## src/mte_pkg.sv

```systemverilog
// Shared types, constants and helper functions for the MIDI track event encoder.
// Depends on nothing; used by mte_event_pack and midi_track_event_encoder.
`timescale 1ns / 1ps

package mte_pkg;

	// Most bytes one event can produce: five delta bytes plus status, note, velocity.
	localparam int MaxBytes = 8;
	localparam int CntW     = $clog2(MaxBytes + 1);
	localparam int NumDrum  = 7;

	// Configuration register indexes
	localparam logic [2:0] REG_ENABLE     = 3'd0;
	localparam logic [2:0] REG_DRUM_FIRST = 3'd1;

	localparam logic [7:0] STATUS_NOTE_OFF = 8'h80;
	localparam logic [7:0] DRUM_CHANNEL    = 8'd9;
	localparam logic [7:0] NOTE_DEFAULT    = 8'd60;
	localparam logic [7:0] NOTE_MAX        = 8'd99;
	localparam logic [7:0] DRUM_NONE       = 8'hff;
	localparam logic [2:0] AMP_MAX         = 3'd6;

	typedef logic [NumDrum-1:0][7:0] drum_notes_t;
	typedef logic [MaxBytes-1:0][7:0] byte_vec_t;

	// Drum note bytes after reset, colors 0 to 6
	localparam drum_notes_t DRUM_RESET = {8'd39, 8'd62, 8'd42, 8'd46, 8'd38, 8'd47, 8'd36};

	typedef struct packed {
		logic [7:0]         status_base;
		logic [3:0]         color;
		logic               sampled;
		logic signed [31:0] event_time;
		logic signed [7:0]  note_number;
		logic [2:0]         amplitude;
	} item_t;

	typedef struct packed {
		byte_vec_t         bytes;
		logic [CntW-1:0]   cnt;
	} pack_t;

	// Velocity byte for a saturated loudness index
	function automatic logic [7:0] velocity(input logic [2:0] amp);
		logic [7:0] v;
		case (amp)
			3'd0:    v = 8'h00;
			3'd1:    v = 8'h20;
			3'd2:    v = 8'h30;
			3'd3:    v = 8'h40;
			3'd4:    v = 8'h50;
			3'd5:    v = 8'h60;
			default: v = 8'h70;
		endcase
		return v;
	endfunction

endpackage

```

## src/mte_event_pack.sv

```systemverilog
// Combinational packer: turns one registered note event into its track event bytes.
// Depends on mte_pkg.
`timescale 1ns / 1ps

module mte_event_pack (
	input  mte_pkg::item_t      item,
	input  logic [31:0]         last_time,
	input  mte_pkg::drum_notes_t drum_notes,
	output mte_pkg::pack_t      pk
);

	logic [31:0] delta;
	logic [4:0][7:0] vlq;
	logic [3:0]  nv;
	logic [7:0]  status;
	logic [7:0]  note;
	logic [7:0]  vel;
	logic [2:0]  amp_sat;

	// Split the delta into 4/7/7/7/7-bit groups, continuation bit on all but the last
	assign delta  = 32'(item.event_time) - last_time;
	assign vlq[0] = {4'b1000, delta[31:28]};
	assign vlq[1] = {1'b1, delta[27:21]};
	assign vlq[2] = {1'b1, delta[20:14]};
	assign vlq[3] = {1'b1, delta[13:7]};
	assign vlq[4] = {1'b0, delta[6:0]};

	// Count delta bytes, dropping leading zero groups; a zero delta gives one 0 byte
	always_comb begin
		if (delta[31:28] != 4'd0) begin
			nv = 4'd5;
		end else if (delta[27:21] != 7'd0) begin
			nv = 4'd4;
		end else if (delta[20:14] != 7'd0) begin
			nv = 4'd3;
		end else if (delta[13:7] != 7'd0) begin
			nv = 4'd2;
		end else begin
			nv = 4'd1;
		end
	end

	// Status and note: drum channel with per-color note, or melodic note with range check
	always_comb begin
		if (item.sampled) begin
			status = item.status_base + mte_pkg::DRUM_CHANNEL;
			if (item.color < 4'(mte_pkg::NumDrum)) begin
				note = drum_notes[item.color[2:0]];
			end else begin
				note = mte_pkg::DRUM_NONE;
			end
		end else begin
			status = item.status_base + {4'd0, item.color};
			if (8'(item.note_number) <= mte_pkg::NOTE_MAX) begin
				note = 8'(item.note_number);
			end else begin
				note = mte_pkg::NOTE_DEFAULT;
			end
		end
	end

	// Velocity: zero for note off, else saturated table lookup
	assign amp_sat = (item.amplitude > mte_pkg::AMP_MAX) ? mte_pkg::AMP_MAX : item.amplitude;
	assign vel = (item.status_base == mte_pkg::STATUS_NOTE_OFF) ? 8'h00
	           : mte_pkg::velocity(amp_sat);

	// Place delta bytes first, then status, note and velocity
	always_comb begin
		pk.cnt = mte_pkg::CntW'(nv + 4'd3);
		for (int j = 0; j < mte_pkg::MaxBytes; j++) begin
			if (4'(j) < nv) begin
				pk.bytes[j] = vlq[3'(4'(j) + 4'd5 - nv)];
			end else if (4'(j) == nv) begin
				pk.bytes[j] = status;
			end else if (4'(j) == nv + 4'd1) begin
				pk.bytes[j] = note;
			end else begin
				pk.bytes[j] = vel;
			end
		end
	end

endmodule

```

## src/midi_track_event_encoder.sv

```systemverilog
// MIDI track event encoder: input register, event packer and byte serializer.
// Depends on mte_pkg and mte_event_pack.
//
// Usage: note events arrive on the in_valid/in_ready channel, one event per transfer.
// Each event leaves as 4 to 8 bytes on the out_valid/out_ready channel: the delta time
// as a variable-length quantity (1 to 5 bytes), then status, note and velocity. The
// velocity byte carries last = 1. track_length is one more than the bytes sent since reset.
// Configuration is written through cfg_we/cfg_index/cfg_data, one register per cycle.
// The user writes it only while the block is idle; the block does not enforce this.
// Index 0 is enable, indexes 1 to 7 are the drum notes. An event waits in the input
// register while the serializer is busy, then is packed and loaded into the byte buffer.
// Throughput: one byte per cycle while the receiver accepts; an event occupies the byte
// serializer until its last byte transfers, and the next event is packed during the
// final byte so bytes of consecutive events follow with no gap. While the serializer is
// busy one further event waits in the input register and in_ready drops.
// Disabled: events are taken at one per cycle and dropped without output.
// Reset clears enable and the last event time, sets the byte count to 1 and loads
// the default drum notes. When the receiver stalls, the current byte holds and the
// input side stops after one buffered event.
`timescale 1ns / 1ps

module midi_track_event_encoder (
	input  logic               clk,
	input  logic               arst_n,
	// configuration
	input  logic               cfg_we,
	input  logic [2:0]         cfg_index,
	input  logic [7:0]         cfg_data,
	// event input
	input  logic               in_valid,
	output logic               in_ready,
	input  logic [7:0]         status_base,
	input  logic [3:0]         color,
	input  logic               sampled,
	input  logic signed [31:0] event_time,
	input  logic signed [7:0]  note_number,
	input  logic [2:0]         amplitude,
	// byte output
	output logic               out_valid,
	input  logic               out_ready,
	output logic [7:0]         out_byte,
	output logic               last,
	output logic [31:0]        track_length
);

	logic                          enable_q;
	mte_pkg::drum_notes_t          drum_q;
	logic [31:0]                   last_time_q;
	logic                          valid_s1;
	mte_pkg::item_t                item_s1;
	mte_pkg::pack_t                pk;
	mte_pkg::byte_vec_t            buf_q;
	logic [mte_pkg::CntW-1:0]      rem_q;
	logic [31:0]                   tl_q;
	logic                          out_xfer;
	logic                          ser_free;
	logic                          s1_take;
	logic                          load;

	// Configuration registers
	always_ff @(posedge clk or negedge arst_n) begin
		if (!arst_n) begin
			enable_q <= 1'b0;
			drum_q   <= mte_pkg::DRUM_RESET;
		end else if (cfg_we) begin
			if (cfg_index == mte_pkg::REG_ENABLE) begin
				enable_q <= cfg_data[0];
			end else begin
				drum_q[cfg_index - mte_pkg::REG_DRUM_FIRST] <= cfg_data;
			end
		end
	end

	// Handshake control
	assign out_xfer = out_valid && out_ready;
	assign ser_free = (rem_q == '0) || ((rem_q == mte_pkg::CntW'(1)) && out_ready);
	assign s1_take  = valid_s1 && (!enable_q || ser_free);
	assign load     = valid_s1 && enable_q && ser_free;
	assign in_ready = !valid_s1 || s1_take;

	// Input register
	always_ff @(posedge clk or negedge arst_n) begin
		if (!arst_n) begin
			valid_s1 <= 1'b0;
		end else if (in_ready) begin
			valid_s1 <= in_valid;
		end
	end

	always_ff @(posedge clk) begin
		if (in_valid && in_ready) begin
			item_s1 <= '{status_base, color, sampled, event_time, note_number, amplitude};
		end
	end

	mte_event_pack u_pack (
		.item       (item_s1),
		.last_time  (last_time_q),
		.drum_notes (drum_q),
		.pk         (pk)
	);

	// Serializer control and running state
	always_ff @(posedge clk or negedge arst_n) begin
		if (!arst_n) begin
			rem_q       <= '0;
			last_time_q <= '0;
			tl_q        <= 32'd1;
		end else begin
			if (load) begin
				rem_q       <= pk.cnt;
				last_time_q <= 32'(item_s1.event_time);
			end else if (out_xfer) begin
				rem_q <= rem_q - mte_pkg::CntW'(1);
			end
			if (out_xfer) begin
				tl_q <= tl_q + 32'd1;
			end
		end
	end

	// Byte buffer: load a packed event, advance one byte per transfer
	always_ff @(posedge clk) begin
		if (load) begin
			buf_q <= pk.bytes;
		end else if (out_xfer) begin
			for (int i = 0; i < mte_pkg::MaxBytes - 1; i++) begin
				buf_q[i] <= buf_q[i+1];
			end
		end
	end

	assign out_valid    = (rem_q != '0);
	assign out_byte     = buf_q[0];
	assign last         = (rem_q == mte_pkg::CntW'(1));
	assign track_length = tl_q;

endmodule

```

## config.mk

```make
export PLATFORM = sky130hd
export DESIGN_NAME = midi_track_event_encoder
export DESIGN_NICKNAME = d
export VERILOG_FILES = /design/src/mte_pkg.sv /design/src/mte_event_pack.sv /design/src/midi_track_event_encoder.sv
export SDC_FILE = /design/constraint.sdc
export NUM_CORES = 1
export LEC_CHECK = 0
export BUFFER_PORTS_ARGS = -buffer_cell sky130_fd_sc_hd__buf_2
export CORE_ASPECT_RATIO = 0.5
export CORE_UTILIZATION = 61
export CTS_CLUSTER_SIZE = 16
export DETAILED_ROUTE_END_ITERATION = 10
export GPL_TIMING_DRIVEN = 0
export PLACE_DENSITY = 0.92
export SYNTH_ARGS = -nofsm -noshare
export SYNTH_HDL_FRONTEND = slang
export SYNTH_SLANG_ARGS = --single-unit
```

## constraint.sdc

```tcl
create_clock -name clk -period 15.5 [get_ports clk]
set_input_delay 3.1 -clock clk [delete_from_list [all_inputs] [get_ports clk]]
set_output_delay 3.1 -clock clk [all_outputs]
set_load 0.01 [all_outputs]
```

==> flow_summary.toml <==
[power_and_ir_drop]
cellPowerDensity_nw_per_um2 = 191
ir_drop_uv = 112
p_leak_uw = 0.00693

[timing]
tightest_slew_ns = 1.36
setup_viol = 0
fin_crit_sh_pct = 45.8
tns_ns = 0
relSlewSlack_pct = 9.34
finalMaxSlewViolations = 0
setup_ws_ns = 8.40
rsz0062_at_grt = "no"
timing.fmax_mhz = 141
hold_viol_final = 0
finClkSkew_ns = 0.0356
period_needed_ns = 7.10

[detailed_routing]
finalWirelength_um = 47300
routedWlPerCell_um = 23.6
first_iter_violations = 1660
routed_via_density = 6.56
via_count = 13142
drcViolationCount = 0
ant_nets = 0
firstDrtPassIters = 5

[setup_path]
cp-start-kind = "register"
r2r_cells = 20
cp_data_arrival_time_ns = 7.41
r2r-start = "item_s1[11]"
path_max_fanout = 10
worstSetupEndpointType = "register"
reg2reg_setup_slack_ns = 8.40
crit_start = "item_s1[11]"
critical_path_required_ns = 15.81
r2r_end = "buf_q[17]"
crit_type = "reg -> reg"

[die]
start_util_pct = 62.4
io_pins = 115
core_um2 = 24100
row_count = 40
die-area_um2 = 25300
dieHeight_um = 113
die_w_um = 224

[clock_network]
cts_tree = "yes"
htreeDepth = 1
holdBufCountCts = 0
clock_latency_ns = 0.57
cts.path.max_buffers = 3
post_cts_buffers = 0
cts_resized = 0
cts_made_buffers = 23
cts.sinks = 246
clk_pin_slew_worst_paths_ns = 0.08
root_buffer = "clkbuf_16"

[hold_path]
min_to = "track_length[21]"
hp-start = "track_length[21]"
hold-path-cell-count = 1
hold_path.class = "reg -> reg"

[finish]
layout_commonest_cell = "nand2_1"
stdcell_count = 2004
syn2layout_area_growth_pct = 12.0
antennaDiodeCount = 0
final_net_count = 1779
final_cell_mix = "nand2_1 (154), buf_2 (129), edfxtp_1 (120), nor2_1 (109), o21ai_0 (107)"
drive_gt1_share_pct = 18.8
final_util_pct = 69.9

[synthesis]
syn_nets = 1639
netlist_area_um2 = 15000
yosys.cell_types.count = 95
syn_area_per_cell_um2 = 9.95
ys.flop_type = "edfxtp_1"
syn_inst = 1512
ys_async_sr_fraction_pct = 51.2
ys_seq_elements = 246
ys_seq_area_share_pct = 45.1
ys_warn_count = 0
synth_edf_count = 120

[global_route]
first_global_vias = 12440
grt_antenna_before_repair = 1
overflow = 0
grt_pass1_wl_um = 72400
grt_max_degree = 98
grtUsageTotal_pct = 37.5

[place]
dp_hpwl_um = 33800
gp_congestion = 1.06
io_buffer_count = 112
pre_cts_slack_ns = 8.55
dp.cells = 1963

[run_status]
outcome = "complete, no violations"

[job]
cap_violations = 0
through the flow:
| stage | hold slack [ns] | power [uW] | area [um2] |
|---|---|---|---|
| after floorplan | 0.456 | 2060 | 15000 |
| final | 0.484 | 3220 | 16900 |
| after detailed placement | 0.475 | 2570 | 16100 |
| after global routing | 0.495 | 3370 | 16900 |
| after CTS | 0.484 | 3150 | 16900 |
| after global placement | 0.453 | 2530 | 16000 |
worst max path at each step:
stage / endpoint / slack, ns / cells past startpoint
finish: buf_q[17] / 8.40 / 20
floorplan: in_ready / 8.93 / 3
global placement: item_s1[29] / 7.77 / 4
CTS: in_ready / 8.55 / 5
global route: buf_q[17] / 8.28 / 20
detailed placement: in_ready / 8.55 / 5
metal layers:
metal / global-route usage (%) / vias up / wire length [um] / share of wire (%)
li1: - / 5873 / - / -
met1: 52.3 / 6350 / 19600 / 42
met2: 58.3 / 775 / 20900 / 44
met3: 8.49 / 142 / 5010 / 11
met4: 12.4 / 2 / 1660 / 3.5
met5: 0 / - / 13 / 0.028
Yosys cell counts (10+ instances only):
library cell,instances,area (um2)
inv_1,70,263
o211ai_1,15,113
nor2_1,109,409
ha_1,53,663
nor2b_1,12,75.1
o22ai_1,12,75.1
and3_1,19,119
and2_1,14,87.6
xnor2_1,44,385
a31oi_1,13,81.3
or3_1,10,62.6
mux2_2,63,709
o21ai_0,107,536
nand4_1,13,81.3
buf_2,18,90.1
nand2_1,154,578
nand3_1,37,185
clkbuf_1,56,210
nor3_1,31,155
o21a_1,10,75.1
o21ai_1,10,50.1
dfrtp_1,99,2480
o31ai_1,18,135
xor2_1,22,193
a21o_1,18,135
a221oi_1,19,166
mux2i_1,31,310
edfxtp_1,120,3600
a211oi_1,28,210
dfstp_2,27,709
a21oi_1,91,455
registers in the layout, indices dropped and copies added (netlist names):
register and flops:
buf_q 56, drum_q 56, item_s1 56, last_time_q 32, track_length 32, out_byte 8, rem_q 4, enable_q 1
valid_s1 1
worst max-delay path, cell delays in order, from the launching register on:
cell and delay, ns:
edfxtp_1 0.34, inv_1 0.06, ha_1 0.20, fa_1 0.44
nor2b_1 0.22, o2111ai_2 0.25, a2111oi_4 0.48, a21bo_2 0.26
o21ai_1 0.10, xnor2_1 0.22, nor4_4 0.76, clkbuf_1 0.69
buf_2 0.42, o21ai_0 0.22, ha_1 0.25, inv_1 0.06
ha_1 0.13, clkbuf_1 0.53, clkbuf_1 0.58, o221ai_1 0.35
a22o_1 0.25
cell type report:
type / count / area, um2
repair buffers: 115 / 634
multi-input cells: 1103 / 7590
inverters: 74 / 280
clock buffers: 32 / 619
fillers: 1760 / 7260
well taps: 336 / 420
clock inverters: 9 / 115
flip-flops and latches: 246 / 6790
plain buffers: 89 / 407
cell families (layout without fill, tap and decap cells):
family                     count (synthesis)  count (layout)  share of synthesized area [%]
muxes                                    103             103                           8.05
DFF                                      246             246                           45.1
buffers and inverters                    163             319                           4.56
adders and majority gates                 56              56                           4.74
xor gates and xnor gates                  66              66                           3.84
AOI/OAI and AO/OA                        435             435                           19.6
and+or+nand+nor                          443             443                           14.1
report_power, final:
group | leakage (uW) | total (uW) | switching [uW] | internal [uW]
Combinational | 0.00394 | 1690 | 1120 | 573
Clock | 0.000356 | 573 | 257 | 316
Sequential | 0.00264 | 956 | 80.8 | 876
Total | 0.00693 | 3220 | 1460 | 1760
Note: power is estimated with default switching activity, not from simulation.
